<file path="src/rtl/hp6t_pkg.sv">
// Shared types and constants for the half-pel six-tap horizontal filter.
package hp6t_pkg;

	localparam int PIX_W      = 8;
	localparam int REF_WORDS  = 3;
	localparam int WORD_PIX   = 4;
	localparam int NUM_LANES  = 4;
	localparam int NUM_TAPS   = 6;
	localparam int WIN_PIX    = NUM_LANES + NUM_TAPS - 1;
	localparam int REF_W      = REF_WORDS * WORD_PIX * PIX_W;
	localparam int OFS_W      = 2;
	localparam int IN_DATA_W  = 104;
	localparam int OUT_DATA_W = NUM_LANES * PIX_W;

	typedef logic [PIX_W-1:0] pixel_t;
	typedef pixel_t [WIN_PIX-1:0] window_t;
	typedef pixel_t [NUM_TAPS-1:0] taps_t;

	typedef struct packed {
		logic [REF_W-1:0] ref_words;
		logic [OFS_W-1:0] byte_offset;
	} align_in_t;

endpackage

</file>
<file path="src/rtl/halfpel_six_tap_horizontal_filter_unit.sv">
// Top level: align stage, four filter lanes, and the packing output register.
// Each item carries three big-endian reference words and a byte offset; the block
// returns four rounded and clipped half-pel pixels packed in one word, first pixel in
// the top byte. Items pass the align, lane and output registers, and one item is
// accepted every cycle unless all stages are full and stalled; each stage holds while the
// one after it is full and stalled, so empty stages keep filling while a result waits.
module halfpel_six_tap_horizontal_filter_unit
	import hp6t_pkg::*;
(
	input  logic                  clk,
	input  logic                  arst_n,
	input  logic                  s_tvalid,
	output logic                  s_tready,
	// ref_word0 [31:0], ref_word1 [63:32], ref_word2 [95:64], byte_offset [97:96]
	input  logic [IN_DATA_W-1:0]  s_tdata,
	output logic                  m_tvalid,
	input  logic                  m_tready,
	// filtered_pixels [31:0]
	output logic [OUT_DATA_W-1:0] m_tdata
);

	logic                  valid_s1;
	logic                  valid_s2;
	logic                  valid_s3;
	logic                  rdy1;
	logic                  rdy2;
	logic                  rdy3;
	align_in_t             ain;
	window_t               win_s1;
	pixel_t [NUM_LANES-1:0] pel_s2;
	logic [OUT_DATA_W-1:0] pack_s3;

	assign rdy3 = !valid_s3 || m_tready;
	assign rdy2 = !valid_s2 || rdy3;
	assign rdy1 = !valid_s1 || rdy2;

	assign s_tready = rdy1;
	assign m_tvalid = valid_s3;
	assign m_tdata  = pack_s3;

	assign ain.ref_words   = {s_tdata[31:0], s_tdata[63:32], s_tdata[95:64]};
	assign ain.byte_offset = s_tdata[97:96];

	hp6t_align u_align (
		.clk    (clk),
		.en     (rdy1),
		.din    (ain),
		.win_s1 (win_s1)
	);

	for (genvar k = 0; k < NUM_LANES; k++) begin : g_lane
		hp6t_lane u_lane (
			.clk    (clk),
			.en     (rdy2),
			.taps   (win_s1[k+NUM_TAPS-1:k]),
			.pel_s2 (pel_s2[k])
		);
	end

	always_ff @(posedge clk or negedge arst_n) begin
		if (!arst_n) begin
			valid_s1 <= 1'b0;
			valid_s2 <= 1'b0;
			valid_s3 <= 1'b0;
		end else begin
			if (rdy1) begin
				valid_s1 <= s_tvalid;
			end
			if (rdy2) begin
				valid_s2 <= valid_s1;
			end
			if (rdy3) begin
				valid_s3 <= valid_s2;
			end
		end
	end

	always_ff @(posedge clk) begin
		if (rdy3) begin
			for (int k = 0; k < NUM_LANES; k++) begin
				pack_s3[OUT_DATA_W-1-PIX_W*k -: PIX_W] <= pel_s2[k];
			end
		end
	end

	a_accept_fills_s1: assert property (@(posedge clk) disable iff (!arst_n)
		s_tvalid && s_tready |=> valid_s1)
		else $error("accepted item did not reach the align stage");

	a_s1_holds: assert property (@(posedge clk) disable iff (!arst_n)
		valid_s1 && !rdy2 |=> valid_s1 && $stable(win_s1))
		else $error("stalled align stage lost its window");

	a_s2_moves: assert property (@(posedge clk) disable iff (!arst_n)
		valid_s2 && rdy3 |=> m_tvalid)
		else $error("lane result did not reach the output register");

endmodule

</file>
<file path="src/rtl/hp6t_align.sv">
// Window alignment stage: shift the reference words by the byte offset.
module hp6t_align
	import hp6t_pkg::*;
(
	input  logic      clk,
	input  logic      en,
	input  align_in_t din,
	output window_t   win_s1
);

	logic [REF_W-1:0] shifted;
	window_t          win_d;

	always_comb begin
		shifted = din.ref_words << {din.byte_offset, 3'b000};
		for (int j = 0; j < WIN_PIX; j++) begin
			win_d[j] = shifted[REF_W-1-PIX_W*j -: PIX_W];
		end
	end

	always_ff @(posedge clk) begin
		if (en) begin
			win_s1 <= win_d;
		end
	end

endmodule

</file>
<file path="src/rtl/hp6t_lane.sv">
// One filter lane: six-tap sum, round, and clip to one pixel.
module hp6t_lane
	import hp6t_pkg::*;
(
	input  logic   clk,
	input  logic   en,
	input  taps_t  taps,
	output pixel_t pel_s2
);

	logic signed [14:0] outer_sum;
	logic signed [14:0] inner_sum;
	logic signed [14:0] mid_sum;
	logic signed [14:0] acc;
	logic signed [14:0] rnd;
	logic signed [14:0] shr;
	pixel_t             pel_d;

	always_comb begin
		outer_sum = $signed({7'b0, taps[0]}) + $signed({7'b0, taps[5]});
		inner_sum = $signed({7'b0, taps[1]}) + $signed({7'b0, taps[4]});
		mid_sum   = $signed({7'b0, taps[2]}) + $signed({7'b0, taps[3]});
		acc       = outer_sum - ((inner_sum <<< 2) + inner_sum)
			+ ((mid_sum <<< 4) + (mid_sum <<< 2));
		rnd       = acc + 15'sd16;
		shr       = rnd >>> 5;
		if (shr[14]) begin
			pel_d = '0;
		end else if (shr[13:8] != 6'd0) begin
			pel_d = '1;
		end else begin
			pel_d = shr[7:0];
		end
	end

	always_ff @(posedge clk) begin
		if (en) begin
			pel_s2 <= pel_d;
		end
	end

endmodule

</file>
<file path="config.mk">
export PLATFORM = sky130hd
export DESIGN_NAME = halfpel_six_tap_horizontal_filter_unit
export DESIGN_NICKNAME = d
export VERILOG_FILES = /design/src/rtl/hp6t_pkg.sv /design/src/rtl/halfpel_six_tap_horizontal_filter_unit.sv /design/src/rtl/hp6t_align.sv /design/src/rtl/hp6t_lane.sv
export SDC_FILE = /design/constraint.sdc
export NUM_CORES = 1
export LEC_CHECK = 0
export CAP_MARGIN = 30
export CORE_ASPECT_RATIO = 2
export CORE_MARGIN = 2
export CORE_UTILIZATION = 27
export CTS_BUF_LIST = sky130_fd_sc_hd__clkbuf_8
export CTS_CLUSTER_SIZE = 24
export DETAILED_ROUTE_END_ITERATION = 10
export DONT_BUFFER_PORTS = 1
export PLACE_DENSITY_LB_ADDON = 0.12
export SLEW_MARGIN = 0
export SYNTH_ARGS = -nofsm -noshare
export SYNTH_HDL_FRONTEND = slang
export SYNTH_SLANG_ARGS = --single-unit
</file>
<file path="constraint.sdc">
create_clock -name clk -period 5.45 [get_ports clk]
set_input_delay 0.545 -clock clk [delete_from_list [all_inputs] [get_ports clk]]
set_output_delay 0.545 -clock clk [all_outputs]
set_load 0.005 [all_outputs]
</file>
# ---- Word-level counts from Yosys, hierarchy flattened
# Cells that the tools add are included.
dict set report totals {
  input_bits 108
  output_inout_bits 34
  regBits 139
  wordCells 64
}
dict set report op_classes {
  n_mux 4
  n_reduce_logical 10
  shift 1
  addsub 32
}
# op n
set ops {}
lappend ops {{15-bit adder} 12}
lappend ops {{8-bit by 8-bit adder with 9-bit output} 12}
lappend ops {{96-bit by 5-bit << shifter with 96-bit output} 1}
lappend ops {{15-bit by 6-bit adder with 15-bit output (second input constant)} 4}
lappend ops {{15-bit subtractor} 4}
lappend ops {{8-bit 2-to-1 mux} 4}
lappend ops {{6-bit nonzero test} 4}
lappend ops {{1-bit logical NOT} 3}
lappend ops {{1-bit logical OR} 3}

# ---- Logic depth before layout (Yosys ltp)
# Gate-level depths: netlist of the first run.
dict set report logic_depth {
  depth_word 7
  depth_mapped 24
}

# ---- Modules after synthesis
# From an unflattened synthesis of the first run, not the netlist that was laid out.
dict set report unflattened {
  hier_cells 1425
  hier_area_um2 15752.6
}
# module area_per_inst_um2 n_inst cells_each seq_area_each_um2
set by_module_without_submodules {}
lappend by_module_without_submodules {hp6t_align 3975.1 1 160 2162.1}
lappend by_module_without_submodules {{hp6t_lane at g_lane[2].u_lane} 2731.4 1 305 240.2}
lappend by_module_without_submodules {{hp6t_lane at g_lane[1].u_lane} 2691.3 1 310 240.2}
lappend by_module_without_submodules {{hp6t_lane at g_lane[3].u_lane} 2655.0 1 307 240.2}
lappend by_module_without_submodules {{hp6t_lane at g_lane[0].u_lane} 2612.5 1 301 240.2}
lappend by_module_without_submodules {halfpel_six_tap_horizontal_filter_unit 1087.3 1 42 1036.0}

# ---- Worst setup path before layout of the first run
# No wires, ideal clock.
dict set report synth_timing {
  path_type {register to register}
  startpoint {register u_align.win_s1[40] (netlist bit)}
  endpoint {register g_lane[1].u_lane.pel_s2[0], data pin}
  stages_incl_launch_ff 23
  setup_slack_ns 0.171
  arrival_ns 5.011
  cell_sequence {edfxtp_1 -> ha_1 -> fa_1 -> a21o_1 -> a21oi_1 -> o21bai_1 -> a21oi_1 -> nor2b_1 -> o21ai_0 -> nand2b_1 -> fa_1 -> inv_1 -> fa_1 -> inv_1 -> fa_1 -> inv_1 -> ha_1 -> and3_1 -> o2111ai_1 -> nand3_1 -> and2_0 -> o21ai_2 -> a211oi_1}
}
dict set report synth_between {
  elab_chain_len 7
}
# item line_no
set synth_lines {}
lappend synth_lines {{start: declaration} hp6t_align.sv:8} ;# output window_t win_s1
lappend synth_lines {{start signal: assignment} hp6t_align.sv:23} ;# win_s1 <= win_d;
lappend synth_lines {{8-bit by 8-bit adder with 9-bit output (*)} hp6t_lane.sv:21} ;# inner_sum = $signed({7'b0, taps[1]}) + $signed({7'b0, taps[4]});
lappend synth_lines {{15-bit adder (*)} hp6t_lane.sv:23} ;# acc = outer_sum - ((inner_sum <<< 2) + inner_sum)
lappend synth_lines {{15-bit subtractor (*)} hp6t_lane.sv:23}
lappend synth_lines {{15-bit adder (*)} hp6t_lane.sv:24} ;# + ((mid_sum <<< 4) + (mid_sum <<< 2));
lappend synth_lines {{15-bit by 6-bit adder with 15-bit output (*)} hp6t_lane.sv:25} ;# rnd = acc + 15'sd16;
lappend synth_lines {{6-bit nonzero test} hp6t_lane.sv:29} ;# end else if (shr[13:8] != 6'd0) begin
lappend synth_lines {{8-bit 2-to-1 mux} hp6t_lane.sv:29}
lappend synth_lines {{end signal: assignment} hp6t_lane.sv:38} ;# pel_s2 <= pel_d;
lappend synth_lines {{end: declaration} hp6t_lane.sv:8} ;# output pixel_t pel_s2
# Every way passes the cells marked *; elsewhere a longest branch is shown, timed or not.
# A chain may end at the register's enable or synchronous reset.

# ---- Worst setup path in the final report of the first run
dict set report layout_timing {
  startpoint {register u_align.win_s1[41] (netlist bit)}
  endpoint {register g_lane[1].u_lane.pel_s2[7], data pin}
}
# Same word-level chain as after synthesis.

==> results of run 1 <==
-- flip-flops by register name, summed over array words and instances, names as in the netlist --
register	count
u_align.win_s1	72
g_lane.u_lane.pel_s2	32
m_tdata	32
m_tvalid	1
valid_s1	1
valid_s2	1
-- cell usage after synthesis, types with 12 or more instances --
master and count:
a211oi_1 14, a21o_1 33, a21oi_1 89, buf_2 12, edfxtp_1 136, fa_1 92
ha_1 196, inv_1 252, mux4_2 72, nand2_1 44, nand2b_1 25, nor2_1 41
nor2b_1 15, nor3_1 14, o21a_1 25, o21ai_0 50, o21bai_1 15, xnor2_1 50
xor2_1 43
-- placed cells by master, fill, tap and decap left out, types with 33 or more instances in the layout --
master    instances
inv_1           247
ha_1            179
edfxtp_1        136
buf_4           128
fa_1             86
mux4_2           72
a21oi_1          55
xnor2_1          47
nand2_1          40
xor2_1           39
nor2_1           36
o21ai_0          35
a21oi_2          35
a21o_1           33
-- worst max path at each step --
stage	to	slack [ns]	cells after the start
2_1_floorplan	g_lane[1].u_lane.pel_s2[0]	0.17	22
3_3_place_gp	g_lane[2].u_lane.pel_s2[2]	-0.22	23
3_5_place_dp	g_lane[1].u_lane.pel_s2[1]	-0.24	22
4_1_cts	g_lane[2].u_lane.pel_s2[1]	0.01	24
5_1_grt	g_lane[1].u_lane.pel_s2[7]	-0.07	23
6_report	g_lane[1].u_lane.pel_s2[7]	0.14	23
-- layout make-up --
cell class                      instances  area [um2]
Inverter                              252         946
Clock inverter                         15         150
Multi-Input combinational cell        889        9970
Fill cell                            5349       35900
Sequential cell                       139        4160
Clock buffer                           17         234
Timing Repair Buffer                  136        1070
Antenna cell                            4        10.0
Tap cell                              671         840
-- cells by family after synthesis --
| group | count (synthesis) | share of synthesized area, % |
|---|---|---|
| AO/OA/AOI/OAI | 266 | 12.0 |
| adder cells (fa/ha/maj) | 288 | 29.6 |
| multiplexers | 72 | 11.2 |
| flip-flops | 139 | 28.6 |
| XOR/XNOR | 95 | 5.83 |
| buffers and inverters | 269 | 7.06 |
| AND/OR/NAND/NOR | 168 | 5.74 |
-- critical path: stages, from the launching register on --
cell and delay, ns:
edfxtp_1 0.49, buf_6 0.17, fa_2 0.36, a21o_1 0.18, a21oi_2 0.16, o21bai_1 0.12
a21oi_2 0.20, nor2b_1 0.07, o21ai_1 0.15, nand2b_1 0.11, fa_1 0.55, inv_2 0.04
fa_1 0.54, inv_2 0.04, fa_1 0.54, inv_2 0.05, ha_4 0.15, a21o_1 0.14
a31o_2 0.23, or3_1 0.32, o22ai_2 0.15, xnor2_1 0.10, a21oi_1 0.12, nor2_1 0.06
-- metrics by stage --
step	instances	hold slack [ns]	setup WS, ns	utilization (%)	cell area (um2)
finish	2123	0.159	0.139	32.6	17400
floorplan	1297	0.249	0.171	-	14500
global placement	2067	0.249	-0.218	30.3	16200
global route	2120	0.127	-0.0741	32.6	17400
CTS	2111	0.0965	0.00987	31.5	16800
detailed placement	2067	0.249	-0.241	30.3	16200
-- timing repair --
action,in CTS,in global routing
gates resized for setup,36,110
buffers inserted,11,9
hold buffers,1,0
hold endpoints to repair,3,0
pin swaps,9,64
endpoints found under the setup margin,32,32
-- metal layers --
layer	track usage, %	routed length (um)	vias to the layer above
met2	31.3	24300	230
met3	3.13	1960	60
met4	9.25	2550	2
li1	-	-	4851
met1	14.8	14500	4807
met5	0	13	-
==> impl_metrics.tcl, run 1 <==
set metrics [dict create \
    via_per_inst 4.69 \
    drive_gt1_share_pct 25.2 \
    drt_wl_total_mm 43.3 \
    grt_max_degree 75 \
    worst_setup_path_end_kind "register" \
    vias 9950 \
    gp_congestion 0.867 \
    ys_seq_elements 139 \
    synth_area_mm2 0.0145 \
    drt-wirelength-per-cell_um 20.4 \
    cts.sinks 139 \
    fp.dieW_um 168 \
    antenna_found_initial 5 \
    period_minus_slack_ns 5.31 \
    crit_type "register to register" \
    clock_latency_ns 0.51 \
    maxCapViolations 0 \
    rsz0062_at_grt "yes" \
    rr_worst_depth 23 \
    htree_levels 4 \
    worst_pin_slew_ns 0.625 \
    clockBufferDepth 2 \
    drt_iter0_markers 322 \
    cp-start-kind "register" \
    dieHeight_um 332 \
    reg2reg_slack_ns 0.14 \
    crit_fanout 3 \
    min_period_over_period_pct 97.5 \
    initial_core_util_pct 27.2 \
    synth_seq_area_share_pct 28.6 \
    maxSlewHeadroom_pct 58.2 \
    synth_area_leaders "edfxtp_1, ha_1, fa_1, mux4_2, inv_1" \
    clk_transition_reported_paths_ns 0.10 \
    first_global_vias 10700 \
    tritoncts "built" \
    async_reset_ff_share_pct 2.16 \
    drc 0 \
    cts-root-buf "clkbuf_8" \
    skew_ns 0.0239 \
    postRouteAntennaNets 0 \
    drv_slew 0 \
    hold_class "input port to register" \
    synth_edf_count 136 \
    synthDistinctLibCells 56 \
    worstPathRequired_ns 5.70 \
    reg2reg_from "u_align.win_s1[41]" \
    yosys.area.top_type_share_pct 28.1 \
    min_from "s_tvalid" \
    core_mm2 0.0533 \
    synth-warning-count 0 \
    dieArea_mm2 0.0558 \
    cp.arrival_ns 5.56 \
    synth_largest_area_cell "edfxtp_1" \
    row_count 120 \
    grt_use_total_pct 15.9 \
    timing.final.hold_violations 0 \
    final_nets 1831 \
    first_pass_iters 4 \
    reg2reg_to "g_lane[1].u_lane.pel_s2[7]" \
    max_freq_mhz 188 \
    finalSetupViolations 0 \
    num_io_pins 142 \
    grt_overflow_total 0 \
    holdPathStages 1 \
    netlist_instances 1297 \
    status "completed" \
    min_to "valid_s1" \
    numCtsBuffers 17 \
    synthFlopType "edfxtp_1" \
    port_buffers 0 \
    grt_pass1_wl_mm 64.3 \
    cp-startpoint "u_align.win_s1[41]" \
    fin_tns_setup_ns 0 \
    synth.avg_cell_area_um2 11.2 \
    synthesis.nets 1693 \
    dp_hpwl_mm 37.1 \
    area.growth.synth_to_final_pct 19.7 \
]
Power of run 1 is not shown: default switching activity piles up to over one toggle a cycle in this logic, so the estimate is an artifact.
==> inputs of run 2 (changes only) <==
--- a/config.mk
+++ b/config.mk
@@ -5,6 +5,7 @@
 export SDC_FILE = /design/constraint.sdc
 export NUM_CORES = 1
 export LEC_CHECK = 0
+export ABC_AREA = 1
 export CAP_MARGIN = 30
 export CORE_ASPECT_RATIO = 2
 export CORE_MARGIN = 2
@@ -14,6 +15,7 @@
 export DETAILED_ROUTE_END_ITERATION = 10
 export DONT_BUFFER_PORTS = 1
 export PLACE_DENSITY_LB_ADDON = 0.12
+export RECOVER_POWER = 100
 export SLEW_MARGIN = 0
 export SYNTH_ARGS = -nofsm -noshare
 export SYNTH_HDL_FRONTEND = slang
==> run 2 against run 1 <==
Effect of this change: the flow now finishes with violations (capacitance limit, slew limit); via count rose by 19%; die area grew 6.1%; count of clock-buffer cells in the layout unchanged; first-iteration DRC count increased by 32%; worst setup slack better by 0.16 ns; critical path depth did not move; non-clock buffer count decreased by 98; core utilization decreased by 2.5 points; sequential share of layout area is 0.56 points higher; critical path type unchanged.
==> impl_metrics.tcl, run 2 <==
set metrics [dict create \
    yosys.area.top_type_share_pct 26.5 \
    final_common_cell "inv_1" \
    hold_class "input port to register" \
    vias 11900 \
    synth_edf_count 136 \
    violations "capacitance limit, slew limit" \
    dr.max_layer_used "met4" \
    grt_max_degree 80 \
    first_pass_iters 4 \
    fin_hold_ws_ns 0.153 \
    worst_setup_path_end_kind "register" \
    area.growth.synth_to_final_pct 10.1 \
    clk_transition_reported_paths_ns 0.08 \
    row_count 123 \
    via_per_inst 4.47 \
    synthFlopType "edfxtp_1" \
    regMostFlops "u_align.win_s1" \
    dieArea_mm2 0.0592 \
    netlist_instances 1867 \
    path_buf_inv 5 \
    yosysMostFrequentCell "inv_1" \
    clockBufferDepth 2 \
    critPathMaxStageDelay_ns 0.52 \
    drt_wl_total_mm 46.3 \
    synth.avg_cell_area_um2 8.26 \
    status "complete, but fails checks" \
    gp_congestion 0.915 \
    wl_met3_mm 1.32 \
    dp.cells 2614 \
    maxSlewHeadroom_pct -56.6 \
    htree_levels 4 \
    synthesis.nets 2263 \
    synth-warning-count 0 \
    grt_overflow_total 0 \
    crit_chain "buf_4 -> ha_1 -> fa_1 -> nand3_1 -> nand3_2 -> a21oi_2 -> o21ai_1 -> xor2_2 -> inv_1 -> fa_1 -> fa_1 -> inv_1 -> fa_1 -> inv_1 -> ha_1 -> a21oi_1 -> o21ai_0 -> a21oi_1 -> nand2_1 -> nand2_1 -> nand2_1 -> nand2_1 -> inv_1" \
    finalSetupViolations 0 \
    tritoncts "built" \
    max_freq_mhz 194 \
    dp_hpwl_mm 40.6 \
    final_cells 2657 \
    period_minus_slack_ns 5.16 \
    synth_largest_area_cell "edfxtp_1" \
    clock_latency_ns 0.49 \
    dieHeight_um 342 \
    synth_seq_area_share_pct 27.0 \
    worst_pin_slew_ns 2.35 \
    fp.dieW_um 173 \
    timing.final.hold_violations 0 \
    crit_slowest_cell "fa_1" \
    core_mm2 0.0563 \
    synth_area_leaders "edfxtp_1, ha_1, fa_1, inv_1, nand2_1" \
    cts-root-buf "clkbuf_8" \
    drive_gt1_share_pct 6.35 \
    maxCapViolations 5 \
    drt_iter0_markers 425 \
    num_io_pins 142 \
    reg2reg_slack_ns 0.29 \
    drv_slew 257 \
    mostFrequentLayoutCells "inv_1, nand2_1, ha_1" \
    largest_reg_flops 72 \
    grt_use_total_pct 15.9 \
    skew_ns 0.0145 \
    antenna_found_initial 1 \
    first_global_vias 12500 \
    crit_fanout 5 \
    min_period_over_period_pct 94.6 \
    initial_core_util_pct 27.4 \
    cp-start-kind "register" \
    port_buffers 0 \
    synth_common_cells "inv_1, nand2_1, ha_1" \
    crit_type "register to register" \
    synth_area_mm2 0.0154 \
    final_nets 2290 \
    numCtsBuffers 17 \
    wl_met2_mm 26.5 \
    postRouteAntennaNets 0 \
    drt-wirelength-per-cell_um 17.4 \
    drc 0 \
    synthDistinctLibCells 44 \
    drt-met1-wl_mm 16.3 \
    cts.sinks 139 \
    async_reset_ff_share_pct 2.16 \
    ys_seq_elements 139 \
    worstPathRequired_ns 5.71 \
    path_delay_family "adder cells" \
    grt_pass1_wl_mm 70.6 \
    cp.arrival_ns 5.41 \
]
[run 2: cell count changes in the layout (fill, tap and decap cells not counted), moves of 31 or more]
cell	previous run	this run
o21ai_0	35	113
a21o_1	33	1
buf_4	128	30
nor2_1	36	96
mux4_2	72	0
a21oi_1	55	127
inv_1	247	430
xor2_1	39	70
nand2_1	40	301
nand3_1	4	66
mux2i_1	0	50
xnor2_1	47	15
[run 2: final cells by class]
type	instances	area [um2]
fillers	6160	39300
multi-input cells	1266	9600
flip-flops and latches	139	4160
inverters	432	1620
well taps	750	938
repair buffers	38	295
clock buffers	17	234
clock inverters	14	131
diodes	1	2.50
[run 2: kinds of logic (layout without fill, tap and decap cells)]
logic type	after synthesis	in the layout	synth area share, %
simple gates	524	524	14.4
buf+inv	462	501	11.4
compound gates	317	317	11.2
fa+ha+maj	288	288	27.8
flops	139	139	27.0
xor+xnor	87	87	4.94
mux	50	50	3.25
other cells	0	1	0
[run 2: per-stage QoR]
stage | cell area (um2) | util, % | setup TNS, ns | setup slack, ns
finish | 17000 | 30.1 | 0 | 0.295
global route | 17000 | 30.1 | -0.00741 | -0.00527
CTS | 16800 | 29.9 | 0 | 0.0955
detailed placement | 16400 | 29.2 | 0 | 0.102
global placement | 16400 | 29.2 | 0 | 0.129
floorplan | 15400 | - | 0 | 0.647
[run 2: timing repair]
| action | CTS | global route |
|---|---|---|
| hold endpoints to repair | 3 | 0 |
| gates resized for setup | 0 | 25 |
| endpoints found under the setup margin | 0 | 32 |
| buffers inserted | 0 | 9 |
| hold buffers | 1 | 0 |
[run 2: path summary, 6_finish.rpt]
| check | start | endpoint | cells past startpoint |
|---|---|---|---|
| max | u_align.win_s1[32] | g_lane[3].u_lane.pel_s2[6] | 23 |
| min | s_tvalid | valid_s1 | 2 |
| max reg2reg | u_align.win_s1[32] | g_lane[3].u_lane.pel_s2[6] | 23 |
| min reg2reg | g_lane[3].u_lane.pel_s2[6] | m_tdata[6] | 0 |
| max in group asynchronous | arst_n | valid_s2 | 1 |
| min in group asynchronous | arst_n | valid_s1 | 1 |
[run 2: worst register-to-register path, delay by kind of cell, from the launching register on]
family / cells / cell delay [ns]
XOR/XNOR: 1 / 0.28
AO/OA/AOI/OAI: 5 / 0.92
AND/OR/NAND/NOR: 6 / 0.51
buffers and inverters: 5 / 0.41
adder cells (fa/ha/maj): 6 / 2.39
flip-flops: 1 / 0.40
[run 2: routing by layer]
layer  vias to the layer above  GRT usage, %
li1                       6095             -
met5                         -             0
met2                       244          32.5
met1                      5469          14.9
met4                         0          8.63
met3                        61          1.93
Power of run 2 is left out for the same reason.
==> inputs of run 3 (changes only) <==
==> constraint.sdc (replaced) <==
create_clock -name clk -period 5.7 [get_ports clk]
set_input_delay 0.57 -clock clk [delete_from_list [all_inputs] [get_ports clk]]
set_output_delay 0.57 -clock clk [all_outputs]
set_load 0.005 [all_outputs]
==> run 3 against run 2 <==
Effect of this change: the run still ends with capacitance limit, slew limit left; first-iteration DRC count fell by 10%; critical endpoint is now g_lane[1].u_lane.pel_s2[0]; routed wire length fell by 2.2%; flip-flop and latch count did not move; sequential share of layout area rose by 0.49 points; count of clock-buffer cells in the layout did not move; register-to-register slack improved by 0.04 ns.
==> impl_metrics.tcl, run 3 (synthesized netlist as in run 2, its figures left out) <==
set metrics [dict create \
    status "complete, but fails checks" \
    violations "capacitance limit, slew limit" \
    via_per_inst 4.44 \
    finalWorstSetupSlack_ns 0.335 \
    holdPathStages 2 \
    worst_setup_path_end_kind "register" \
    worst_pin_slew_ns 2.35 \
    timing.final.hold_violations 0 \
    drive_gt1_share_pct 4.04 \
    max_freq_mhz 186 \
    post-cts-setup-buffer-count 0 \
    crit_type "register to register" \
    dp_slack_ns 0.299 \
    cp_common_cell "inv_1" \
    vias 11700 \
    min_from "s_tvalid" \
    core_mm2 0.0563 \
    clk_transition_reported_paths_ns 0.08 \
    postRouteAntennaNets 0 \
    num_io_pins 142 \
    maxSlewHeadroom_pct -56.9 \
    finalSetupViolations 0 \
    rr_worst_depth 25 \
    dieArea_mm2 0.0592 \
    gp_congestion 0.869 \
    antenna_found_initial 1 \
    cts.sinks 139 \
    cts_hold_buf 1 \
    grt_pass1_wl_mm 69.5 \
    reg2reg_to "g_lane[1].u_lane.pel_s2[0]" \
    tritoncts "built" \
    critPathMaxStageDelay_ns 0.60 \
    first_global_vias 12400 \
    crit_fanout 8 \
    reg2reg_from "u_align.win_s1[40]" \
    hold_class "input port to register" \
    worstPathRequired_ns 5.95 \
    initial_core_util_pct 27.4 \
    cp-start-kind "register" \
    drt_wl_total_mm 45.3 \
    final_core_util_pct 29.6 \
    reg2reg_slack_ns 0.33 \
    largest_reg_flops 72 \
    cts-root-buf "clkbuf_8" \
    rsz0062_at_grt "no" \
    area.growth.synth_to_final_pct 7.98 \
    min_period_over_period_pct 94.1 \
    final_nets 2268 \
    htree_levels 4 \
    dieHeight_um 342 \
    path_buf_inv 6 \
    row_count 123 \
    drt_iter0_markers 382 \
    path_delay_family "adder cells" \
    grt_overflow_total 0 \
    drv_slew 184 \
    clockBufferDepth 2 \
    drt-wirelength-per-cell_um 17.2 \
    fp.dieW_um 173 \
    min_to "valid_s1" \
    first_pass_iters 5 \
    drc 0 \
    final_common_cell "inv_1" \
    cp.arrival_ns 5.62 \
    dp_hpwl_mm 39.6 \
    port_buffers 0 \
    mostFrequentLayoutCells "inv_1, nand2_1, ha_1" \
    regMostFlops "u_align.win_s1" \
    grt_max_degree 80 \
    crit_slowest_cell "edfxtp_1" \
    clock_latency_ns 0.49 \
    maxCapViolations 4 \
    fin_tns_setup_ns 0 \
    post_cts_resized 0 \
    numCtsBuffers 17 \
    period_minus_slack_ns 5.37 \
    grt_use_total_pct 15.6 \
    skew_ns 0.0142 \
]
-- run 3: metal layers --
layer / vias to the layer above / track usage [%] / share of wire (%)
met3: 93 / 2.10 / 3.2
met2: 268 / 30.9 / 55
met4: 0 / 10.1 / 6.5
met1: 5291 / 14.8 / 36
met5: - / 0 / 0
li1: 6049 / - / -
-- run 3: area by class of cell --
class                   instances  area (um2)
clock buffers                  17         234
diodes                          1        2.50
multi-input cells            1266        9510
inverters                     432        1620
clock inverters                13        82.6
fillers                      6200       39700
flip-flops and latches        139        4160
well taps                     750         938
repair buffers                 16         105
-- run 3: how the worst max path moves through the flow --
stage	startpoint	endpoint	slack (ns)	depth (start not counted)
after floorplan	u_align.win_s1[32]	g_lane[0].u_lane.pel_s2[1]	0.90	23
after global placement	u_align.win_s1[40]	g_lane[1].u_lane.pel_s2[0]	0.29	25
after detailed placement	u_align.win_s1[40]	g_lane[1].u_lane.pel_s2[0]	0.30	25
after CTS	u_align.win_s1[40]	g_lane[1].u_lane.pel_s2[0]	0.29	25
after global routing	u_align.win_s1[40]	g_lane[1].u_lane.pel_s2[0]	0.004	25
final	u_align.win_s1[40]	g_lane[1].u_lane.pel_s2[0]	0.33	25
-- run 3: through the flow --
stage | cell area [um2] | std cells | hold slack [ns]
floorplan | 15400 | 1867 | 0.274
global placement | 16300 | 2602 | 0.274
detailed placement | 16300 | 2602 | 0.275
CTS | 16700 | 2633 | 0.129
global route | 16700 | 2634 | 0.153
finish | 16700 | 2634 | 0.184
Power of run 3 is left out for the same reason.
